## config.mk

```make
export PLATFORM = sky130hd
export DESIGN_NAME = poll_packet_event_decoder_core
export DESIGN_NICKNAME = d
export VERILOG_FILES = /design/src/design/ppd_pkg.sv /design/src/design/ppd_ctrl.sv /design/src/design/ppd_dp.sv /design/src/design/poll_packet_event_decoder_core.sv
export SDC_FILE = /design/constraint.sdc
export NUM_CORES = 1
export LEC_CHECK = 0
export BUFFER_PORTS_ARGS = -buffer_cell sky130_fd_sc_hd__buf_2
export CAP_MARGIN = 30
export CORE_MARGIN = 2
export CORE_UTILIZATION = 45
export DETAILED_ROUTE_END_ITERATION = 10
export GPL_ROUTABILITY_DRIVEN = 1
export PLACE_DENSITY = 0.59
export SLEW_MARGIN = 40
export SYNTH_ARGS = -nofsm -noshare
export SYNTH_HDL_FRONTEND = slang
export SYNTH_SLANG_ARGS = --single-unit
```

## constraint.sdc

```tcl
create_clock -name i_clk -period 7.54 [get_ports i_clk]
set_input_delay 0.754 -clock i_clk [delete_from_list [all_inputs] [get_ports i_clk]]
set_output_delay 0.754 -clock i_clk [all_outputs]
set_load 0.01 [all_outputs]
```

## src/design/ppd_pkg.sv

```systemverilog
`timescale 1ns / 1ps
// Shared types, codes and decode tables for the poll packet event decoder.
// Depends on nothing; every other file of the block imports it.
package ppd_pkg;

    // Poll byte that opens a packet; the host answers the ack word with 0xC3.
    localparam logic [7:0] POLL_BYTE = 8'h5A;

    // Result kinds carried on tuser.
    localparam logic KIND_ACK   = 1'b0;
    localparam logic KIND_EVENT = 1'b1;

    // Controller states: the four parse phases plus the unit emission run.
    typedef enum logic [2:0] {
        S_IDLE,
        S_SIZE,
        S_MASK,
        S_DATA,
        S_EMIT
    } t_state;

    // Commands from the controller to the datapath.
    typedef struct packed {
        logic ack;        // poll word accepted, load the ack result
        logic load_size;  // valid size word accepted
        logic load_mask;  // function mask word accepted
        logic data_step;  // data word accepted (address or function)
        logic emit_load;  // load the next buffered unit into the output
    } t_cmd;

    // Status from the datapath to the controller.
    typedef struct packed {
        logic is_poll;     // input word is the poll byte
        logic size_ok;     // input word is a legal packet size
        logic fn_byte;     // current mask bit marks a function word
        logic fn_units;    // a function word now would emit buffered units
        logic bytes_last;  // the current data word ends the packet
        logic bytes_zero;  // no data words remain
        logic emit_last;   // the unit being emitted is the final one
        logic out_free;    // output register can take a result this cycle
    } t_stat;

    // Address code to unit number 1..16.
    function automatic logic [4:0] unit_of_code(input logic [3:0] code);
        logic [4:0] u;
        case (code)
            4'h0: u = 5'd13;
            4'h1: u = 5'd5;
            4'h2: u = 5'd3;
            4'h3: u = 5'd11;
            4'h4: u = 5'd15;
            4'h5: u = 5'd7;
            4'h6: u = 5'd1;
            4'h7: u = 5'd9;
            4'h8: u = 5'd14;
            4'h9: u = 5'd6;
            4'hA: u = 5'd4;
            4'hB: u = 5'd12;
            4'hC: u = 5'd16;
            4'hD: u = 5'd8;
            4'hE: u = 5'd2;
            default: u = 5'd10;
        endcase
        return u;
    endfunction

    // House code to letter index, A = 0 through P = 15 (order MECKOGAINFDLPHBJ).
    function automatic logic [3:0] letter_of_house(input logic [3:0] code);
        logic [3:0] l;
        case (code)
            4'h0: l = 4'd12;
            4'h1: l = 4'd4;
            4'h2: l = 4'd2;
            4'h3: l = 4'd10;
            4'h4: l = 4'd14;
            4'h5: l = 4'd6;
            4'h6: l = 4'd0;
            4'h7: l = 4'd8;
            4'h8: l = 4'd13;
            4'h9: l = 4'd5;
            4'hA: l = 4'd3;
            4'hB: l = 4'd11;
            4'hC: l = 4'd15;
            4'hD: l = 4'd7;
            4'hE: l = 4'd1;
            default: l = 4'd9;
        endcase
        return l;
    endfunction

endpackage

```

## src/design/ppd_ctrl.sv

```systemverilog
`timescale 1ns / 1ps
// Controller state machine of the poll packet event decoder.
// Depends on ppd_pkg for the state type and the command and status structs.
module ppd_ctrl (
    input  logic           i_clk,
    input  logic           i_rst_n,
    input  logic           i_s_axis_tvalid,
    output logic           o_s_axis_tready,
    input  ppd_pkg::t_stat i_stat,
    output ppd_pkg::t_cmd  o_cmd
);
    import ppd_pkg::*;

    t_state r_state;
    t_state n_state;
    logic   s_ready;
    logic   s_acc;

    // Input words are taken in every parse phase while the output can absorb a result.
    assign s_ready         = (r_state != S_EMIT) && i_stat.out_free;
    assign s_acc           = i_s_axis_tvalid && s_ready;
    assign o_s_axis_tready = s_ready;

    // State register.
    always_ff @(posedge i_clk) begin
        if (!i_rst_n) begin
            r_state <= S_IDLE;
        end else begin
            r_state <= n_state;
        end
    end

    // Next state.
    always_comb begin
        n_state = r_state;
        unique case (r_state)
            S_IDLE: begin
                if (s_acc && i_stat.is_poll) n_state = S_SIZE;
            end
            S_SIZE: begin
                if (s_acc) n_state = i_stat.size_ok ? S_MASK : S_IDLE;
            end
            S_MASK: begin
                if (s_acc) n_state = S_DATA;
            end
            S_DATA: begin
                if (s_acc) begin
                    if (i_stat.fn_byte && i_stat.fn_units) begin
                        n_state = S_EMIT;
                    end else if (i_stat.bytes_last) begin
                        n_state = S_IDLE;
                    end
                end
            end
            S_EMIT: begin
                if (i_stat.out_free && i_stat.emit_last) begin
                    n_state = i_stat.bytes_zero ? S_IDLE : S_DATA;
                end
            end
            default: n_state = S_IDLE;
        endcase
    end

    // Commands to the datapath.
    always_comb begin
        o_cmd           = '0;
        o_cmd.ack       = s_acc && (r_state == S_IDLE) && i_stat.is_poll;
        o_cmd.load_size = s_acc && (r_state == S_SIZE) && i_stat.size_ok;
        o_cmd.load_mask = s_acc && (r_state == S_MASK);
        o_cmd.data_step = s_acc && (r_state == S_DATA);
        o_cmd.emit_load = (r_state == S_EMIT) && i_stat.out_free;
    end

`ifndef SYNTH
    // A function word with buffered units always leads into the emission run.
    a_fn_to_emit: assert property (@(posedge i_clk) disable iff (!i_rst_n)
        (o_cmd.data_step && i_stat.fn_byte && i_stat.fn_units) |=> (r_state == S_EMIT))
        else $error("function word with units did not start emission");
`endif

endmodule

```

## src/design/ppd_dp.sv

```systemverilog
`timescale 1ns / 1ps
// Datapath of the poll packet event decoder: packet counters, unit buffer,
// emission index and output register. Depends on ppd_pkg.
module ppd_dp #(
    parameter int UNIT_DEPTH     = 16,
    parameter int MAX_DATA_BYTES = 8
) (
    input  logic           i_clk,
    input  logic           i_rst_n,
    input  logic [7:0]     i_rx_byte,
    input  logic           i_out_ready,
    input  ppd_pkg::t_cmd  i_cmd,
    output ppd_pkg::t_stat o_stat,
    output logic           o_out_valid,
    output logic           o_result_kind,
    output logic [3:0]     o_house_letter,
    output logic [3:0]     o_function_code,
    output logic           o_unit_present,
    output logic [4:0]     o_unit_number,
    output logic           o_last_of_run
);
    import ppd_pkg::*;

    localparam int         CW       = $clog2(UNIT_DEPTH + 1);
    localparam int         IW       = (UNIT_DEPTH > 1) ? $clog2(UNIT_DEPTH) : 1;
    localparam logic [7:0] SIZE_MAX = 8'(MAX_DATA_BYTES + 1);
    localparam logic [CW-1:0] DEPTH_C = CW'(UNIT_DEPTH);

    // Packet state.
    logic [3:0]    r_bytes_left;
    logic [7:0]    r_mask;
    logic [3:0]    r_house;
    logic [CW-1:0] r_count;

    // Emission run state.
    logic [CW-1:0] r_emit_n;
    logic [IW-1:0] r_idx;
    logic [IW-1:0] n_idx;
    logic [3:0]    r_fn;
    logic [3:0]    r_letter;

    // Unit buffer.
    logic [3:0]    r_units [UNIT_DEPTH];
    logic [3:0]    r_rdata;

    // Output register.
    logic          r_out_valid;
    logic          r_out_kind;
    logic [3:0]    r_out_house;
    logic [3:0]    r_out_fn;
    logic          r_out_present;
    logic [4:0]    r_out_unit;
    logic          r_out_last;

    logic [3:0]    hi;
    logic [3:0]    lo;
    logic          house_match;
    logic [3:0]    cur_letter;
    logic          out_free;
    logic          emit_last;
    logic          is_addr;
    logic          addr_restart;
    logic          addr_store;
    logic          fn_single;

    assign hi          = i_rx_byte[7:4];
    assign lo          = i_rx_byte[3:0];
    assign house_match = (hi == r_house);
    assign cur_letter  = letter_of_house(r_house);
    assign out_free    = !r_out_valid || i_out_ready;
    assign emit_last   = ((CW'(r_idx) + CW'(1)) == r_emit_n);
    assign is_addr     = i_cmd.data_step && !r_mask[0];
    assign fn_single   = i_cmd.data_step && r_mask[0] && !(house_match && (r_count != '0));

    // An address word restarts the buffer on an empty buffer or a new house code.
    assign addr_restart = (r_count == '0) || !house_match;
    assign addr_store   = is_addr && (addr_restart || (r_count < DEPTH_C));

    // Status to the controller.
    always_comb begin
        o_stat            = '0;
        o_stat.is_poll    = (i_rx_byte == POLL_BYTE);
        o_stat.size_ok    = (i_rx_byte >= 8'd2) && (i_rx_byte <= SIZE_MAX);
        o_stat.fn_byte    = r_mask[0];
        o_stat.fn_units   = house_match && (r_count != '0);
        o_stat.bytes_last = (r_bytes_left <= 4'd1);
        o_stat.bytes_zero = (r_bytes_left == 4'd0);
        o_stat.emit_last  = emit_last;
        o_stat.out_free   = out_free;
    end

    // Packet counters, mask and house code.
    always_ff @(posedge i_clk) begin
        if (!i_rst_n) begin
            r_bytes_left <= '0;
            r_mask       <= '0;
            r_house      <= '0;
            r_count      <= '0;
        end else begin
            if (i_cmd.load_size) r_bytes_left <= 4'(i_rx_byte - 8'd1);
            if (i_cmd.load_mask) r_mask <= i_rx_byte;
            if (i_cmd.data_step) begin
                r_mask <= {1'b0, r_mask[7:1]};
                if (r_bytes_left != 4'd0) r_bytes_left <= r_bytes_left - 4'd1;
                if (r_mask[0]) begin
                    r_count <= '0;
                end else if (addr_restart) begin
                    r_house <= hi;
                    r_count <= CW'(1);
                end else if (addr_store) begin
                    r_count <= r_count + CW'(1);
                end
            end
        end
    end

    // Emission run: latch the function word and walk the buffer.
    always_comb begin
        n_idx = r_idx;
        if (i_cmd.data_step) begin
            n_idx = '0;
        end else if (i_cmd.emit_load) begin
            n_idx = emit_last ? '0 : r_idx + IW'(1);
        end
    end

    always_ff @(posedge i_clk) begin
        if (!i_rst_n) begin
            r_idx <= '0;
        end else begin
            r_idx <= n_idx;
        end
    end

    always_ff @(posedge i_clk) begin
        if (i_cmd.data_step && r_mask[0]) begin
            r_emit_n <= r_count;
            r_fn     <= lo;
            r_letter <= cur_letter;
        end
    end

    // Unit buffer: one write port, registered read that follows the next index.
    always_ff @(posedge i_clk) begin
        if (addr_store) begin
            r_units[addr_restart ? IW'(0) : r_count[IW-1:0]] <= lo;
        end
        r_rdata <= r_units[n_idx];
    end

    // Output register.
    always_ff @(posedge i_clk) begin
        if (!i_rst_n) begin
            r_out_valid <= 1'b0;
        end else if (i_cmd.ack || fn_single || i_cmd.emit_load) begin
            r_out_valid <= 1'b1;
        end else if (i_out_ready) begin
            r_out_valid <= 1'b0;
        end
    end

    always_ff @(posedge i_clk) begin
        if (i_cmd.ack) begin
            r_out_kind    <= KIND_ACK;
            r_out_house   <= '0;
            r_out_fn      <= '0;
            r_out_present <= 1'b0;
            r_out_unit    <= '0;
            r_out_last    <= 1'b1;
        end else if (fn_single) begin
            r_out_kind    <= KIND_EVENT;
            r_out_house   <= cur_letter;
            r_out_fn      <= lo;
            r_out_present <= 1'b0;
            r_out_unit    <= '0;
            r_out_last    <= 1'b1;
        end else if (i_cmd.emit_load) begin
            r_out_kind    <= KIND_EVENT;
            r_out_house   <= r_letter;
            r_out_fn      <= r_fn;
            r_out_present <= 1'b1;
            r_out_unit    <= unit_of_code(r_rdata);
            r_out_last    <= emit_last;
        end
    end

    assign o_out_valid     = r_out_valid;
    assign o_result_kind   = r_out_kind;
    assign o_house_letter  = r_out_house;
    assign o_function_code = r_out_fn;
    assign o_unit_present  = r_out_present;
    assign o_unit_number   = r_out_unit;
    assign o_last_of_run   = r_out_last;

`ifndef SYNTH
    // The buffer fill never passes its depth.
    a_count_range: assert property (@(posedge i_clk) disable iff (!i_rst_n)
        r_count <= DEPTH_C)
        else $error("unit buffer count beyond depth");

    // The data word count stays within the packet limit.
    a_bytes_range: assert property (@(posedge i_clk) disable iff (!i_rst_n)
        r_bytes_left <= 4'(MAX_DATA_BYTES))
        else $error("data word count beyond packet limit");

    // An ack word is always a single-word run.
    a_ack_last: assert property (@(posedge i_clk) disable iff (!i_rst_n)
        (r_out_valid && (r_out_kind == KIND_ACK)) |-> (r_out_last && !r_out_present))
        else $error("ack word without last or with a unit");
`endif

endmodule

```

## src/design/poll_packet_event_decoder_core.sv

```systemverilog
`timescale 1ns / 1ps
// Poll packet event decoder, top level.
// Joins the controller (ppd_ctrl) and the datapath (ppd_dp); uses ppd_pkg.
//
// Usage: received interface bytes enter on the slave stream, one byte per word
// in tdata. In idle a poll byte 0x5A yields an ack word (tuser = 0): the host
// must send 0xC3. A size byte, a function mask byte and size-1 data bytes
// follow; address bytes are buffered per house code, and a function byte
// yields one event word per buffered unit, or a single event word without a
// unit. tlast marks the final word caused by one input byte.
// Output: an ack word or an event word without a unit is presented in the
// cycle after the byte is accepted; the first unit word of a run is loaded in
// the emission state, once the registered buffer read has returned its entry.
// Throughput, while the output is free: one input byte per cycle outside a
// unit run; a function byte with buffered units holds the input for its run,
// one unit word per cycle, paced by the single read port of the unit buffer.
// Reset (synchronous, active low) returns to idle with an empty buffer and no
// word pending. When the receiver stalls, the output register holds its word
// and the input is not taken until that word can be replaced.
module poll_packet_event_decoder_core #(
    parameter int UNIT_DEPTH     = 16,
    parameter int MAX_DATA_BYTES = 8
) (
    input  logic        i_clk,
    input  logic        i_rst_n,
    input  logic        i_s_axis_tvalid,
    output logic        o_s_axis_tready,
    input  logic [7:0]  i_s_axis_tdata,   // [7:0] rx_byte
    output logic        o_m_axis_tvalid,
    input  logic        i_m_axis_tready,
    output logic [15:0] o_m_axis_tdata,   // [3:0] house_letter, [7:4] function_code,
                                          // [8] unit_present, [13:9] unit_number, [15:14] 0
    output logic        o_m_axis_tuser,   // [0] result_kind
    output logic        o_m_axis_tlast    // last_of_run
);
    import ppd_pkg::*;

    t_cmd       cmd;
    t_stat      stat;
    logic [3:0] house_letter;
    logic [3:0] function_code;
    logic       unit_present;
    logic [4:0] unit_number;

    ppd_ctrl u_ctrl (
        .i_clk           (i_clk),
        .i_rst_n         (i_rst_n),
        .i_s_axis_tvalid (i_s_axis_tvalid),
        .o_s_axis_tready (o_s_axis_tready),
        .i_stat          (stat),
        .o_cmd           (cmd)
    );

    ppd_dp #(
        .UNIT_DEPTH     (UNIT_DEPTH),
        .MAX_DATA_BYTES (MAX_DATA_BYTES)
    ) u_dp (
        .i_clk           (i_clk),
        .i_rst_n         (i_rst_n),
        .i_rx_byte       (i_s_axis_tdata),
        .i_out_ready     (i_m_axis_tready),
        .i_cmd           (cmd),
        .o_stat          (stat),
        .o_out_valid     (o_m_axis_tvalid),
        .o_result_kind   (o_m_axis_tuser),
        .o_house_letter  (house_letter),
        .o_function_code (function_code),
        .o_unit_present  (unit_present),
        .o_unit_number   (unit_number),
        .o_last_of_run   (o_m_axis_tlast)
    );

    // Pack the result word, first field in the lowest bits.
    assign o_m_axis_tdata = {2'b00, unit_number, unit_present, function_code, house_letter};

endmodule
```

==> results_dict.tcl <==
set metrics [dict create \
    routabilityCongestion 0.849 \
    startpoint "u_ctrl.r_state[0]$_SDFFE_PN0P_" \
    synth_largest_area_cell "edfxtp_1" \
    synth_edf_count 77 \
    setup.worst_path.end "u_dp.r_rdata[2]$_DFF_P_" \
    reg2reg_to "u_dp.r_rdata[2]$_DFF_P_" \
    grt.total_usage_pct 21.2 \
    p_per_area_mw_per_mm2 229 \
    htree_levels 4 \
    power.internal_mw 1.25 \
    status "finished, final reports clean" \
    via_per_inst 5.83 \
    reg2reg_from "u_ctrl.r_state[0]$_SDFFE_PN0P_" \
    r2r_setup_slack_ns 3.91 \
    cp_max_fo 21 \
    hold_start "u_dp.cur_letter[3]$_DFF_P_" \
    combPwrFrac_pct 2.0 \
    coreArea_mm2 0.0131 \
    synth_seq_cells 130 \
    syn_area_per_cell_um2 10.8 \
    drtAntennaViolNets 0 \
    fin_crit_sh_pct 48.1 \
    die_area_mm2 0.0143 \
    grt_max_degree 38 \
    layout_setup_ws_ns 3.91 \
    cts_hold_buffers 0 \
    ys_seq_area_share_pct 56.1 \
    cts.sinks 130 \
    dp_hpwl_um 9610 \
    vias 4445 \
    antenna_found_initial 0 \
    synth_top_cell_area_share_pct 38.5 \
    firstDrtPassIters 5 \
    p_sw_uw 311 \
    final_area_mm2 0.00681 \
    route.detailed.drc 0 \
    ys_async_sr_fraction_pct 0 \
    io_pins 32 \
    power_frac_seq_pct 48.5 \
    syn-cell-area_mm2 0.00601 \
    chipWidth_um 120 \
    critPathRequiredTime_ns 7.84 \
    end_kind "flip-flop" \
    place_area_mm2 0.00622 \
    max_freq_mhz 276 \
    grt_pass1_vias 4203 \
    critPathKind "reg2reg" \
    num_rows 42 \
    cts_resized 0 \
    max_cap_viol_count 0 \
    r2r_cells 8 \
    grt_pass1_wl_um 22900 \
    drive_above_1_share_pct 14.5 \
    post-cts-setup-buffers 0 \
    synthDistinctLibCells 68 \
    port-buffer-count 29 \
    syn_to_final_growth_pct 13.2 \
    die_h_um 120 \
    finalHoldViolations 0 \
    hp-class "reg2reg" \
    synthTopCellsByCount "edfxtp_1 (77), nor2_1 (59), dfxtp_1 (53)" \
    clock_tree.root_cell "clkbuf_16" \
    n_antenna_cell 0 \
    cts_tree "built" \
    tns_ns 0 \
    routed_wl_um 14400 \
    synth_cells 557 \
    start_util_pct 45.8 \
    wl_per_cell_um 18.9 \
    swShare_pct 20.0 \
    clock_skew_ns 0.00931 \
    drv_slew 0 \
    cts_buffer_depth 2 \
    fin_hold_ws_ns 0.430 \
    leakagePower_nw 2.45 \
    final-setup-viol-count 0 \
    clk_pin_slew_ns 0.06 \
    slew_headroom_pct 46.9 \
    layout.nets 594 \
    p_clk_share_pct 49.6 \
    drt_iter0_drc 361 \
    yosysMostFrequentCell "edfxtp_1" \
    cp.arrival_ns 3.93 \
    p_total_mw 1.56 \
    yosys_warnings 0 \
    cts_made_buffers 17 \
    synth_area_leaders "edfxtp_1 (38%), dfxtp_1 (18%), nor2_1 (3.7%)" \
    synth_ff_type "edfxtp_1" \
    rsz0062_at_grt "false" \
    worst_slew_pin_slew_ns 0.795 \
    place_ws_ns 3.88 \
    grt_overflow 0 \
    irDropWorstVdd_mv 0.130 \
    post-route-min-period_ns 3.63 \
    startpoint_type "flip-flop" \
    clock_latency_ns 0.42 \
]
worst min-delay path by stage:
stage,end,slack [ns],depth (start not counted)
after detailed placement,u_dp.r_letter[3]$_DFFE_PN_,0.42,0
after CTS,u_dp.r_letter[3]$_DFFE_PN_,0.43,0
after global routing,u_dp.r_letter[1]$_DFFE_PN_,0.45,0
final,u_dp.r_letter[3]$_DFFE_PN_,0.43,0
after floorplan,u_dp.r_emit_n[3]$_DFFE_PN_,0.41,0
after global placement,u_dp.r_letter[3]$_DFFE_PN_,0.41,0
metal layers:
layer | GRT usage, % | share of wire (%) | vias to the layer above
met1 | 28.9 | 47 | 2162
met2 | 32.2 | 45 | 135
met5 | 0 | 0 | -
met4 | 9.56 | 3.0 | 0
li1 | - | - | 2109
met3 | 4.99 | 4.7 | 39
logic make-up after synthesis:
| kind of cell | count (synthesis) | synth area share, % |
|---|---|---|
| other | 1 | 0.0624 |
| AO/OA/AOI/OAI | 138 | 16.2 |
| XOR/XNOR | 18 | 2.75 |
| buffers and inverters | 49 | 3.79 |
| multiplexers | 19 | 3.18 |
| flip-flops | 130 | 56.1 |
| adder cells (fa/ha/maj) | 9 | 1.87 |
| AND/OR/NAND/NOR | 193 | 16.0 |
flip-flops by register name, indices dropped and copies added (netlist names), 5 cells and up:
| register | count |
|---|---|
| u_dp.r_emit_n | 5 |
| u_dp.r_mask | 8 |
| u_dp.o_unit_number | 5 |
| u_dp.r_units | 64 |
| u_dp.r_count | 5 |
final cells by class:
type	count	area, um^2
Clock buffer	28	539
Clock inverter	4	21.3
Fill cell	1190	6330
Inverter	13	48.8
Multi-Input combinational cell	379	2420
Sequential cell	130	3370
Tap cell	176	220
Timing Repair Buffer	32	188
critical path: stages (launching register included):
cell and delay (ns):
dfxtp_1 0.81, nor3b_2 0.17, o21ai_1 0.53, o21ai_1 0.24, nor2_2 0.46, nand4_1 0.44
o2111ai_1 0.44, nand2_1 0.10, a211o_1 0.31
power by group through the flow:
stage	registers [mW]	clock network, mW	logic [mW]
6_report	0.755	0.772	0.0307
4_1_cts	0.755	0.780	0.0313
3_3_place_gp	0.769	0	0.0308
5_1_grt	0.755	0.811	0.0340
2_1_floorplan	0.770	0	0.0128
3_5_place_dp	0.769	0	0.0312
through the flow:
step,cells,utilization (%)
after floorplan,558,-
after global placement,729,47.3
after detailed placement,729,47.4
after CTS,761,51.6
after global routing,762,51.8
final,762,51.8
layout by cell type, fill, tap and decap left out, types with 7 or more instances in the layout:
cell type,count
edfxtp_1,77
nor2_1,58
dfxtp_1,53
nand2_1,51
a21oi_1,39
buf_2,29
clkbuf_16,19
mux2i_1,18
nand4_1,17
o21ai_0,15
a211oi_1,14
inv_1,12
xnor2_1,11
nand3_1,10
nor3_1,10
ha_1,9
o22ai_1,8
or2_2,8
o211ai_1,8
a22oi_1,7
(Power assumes the default switching activity.)
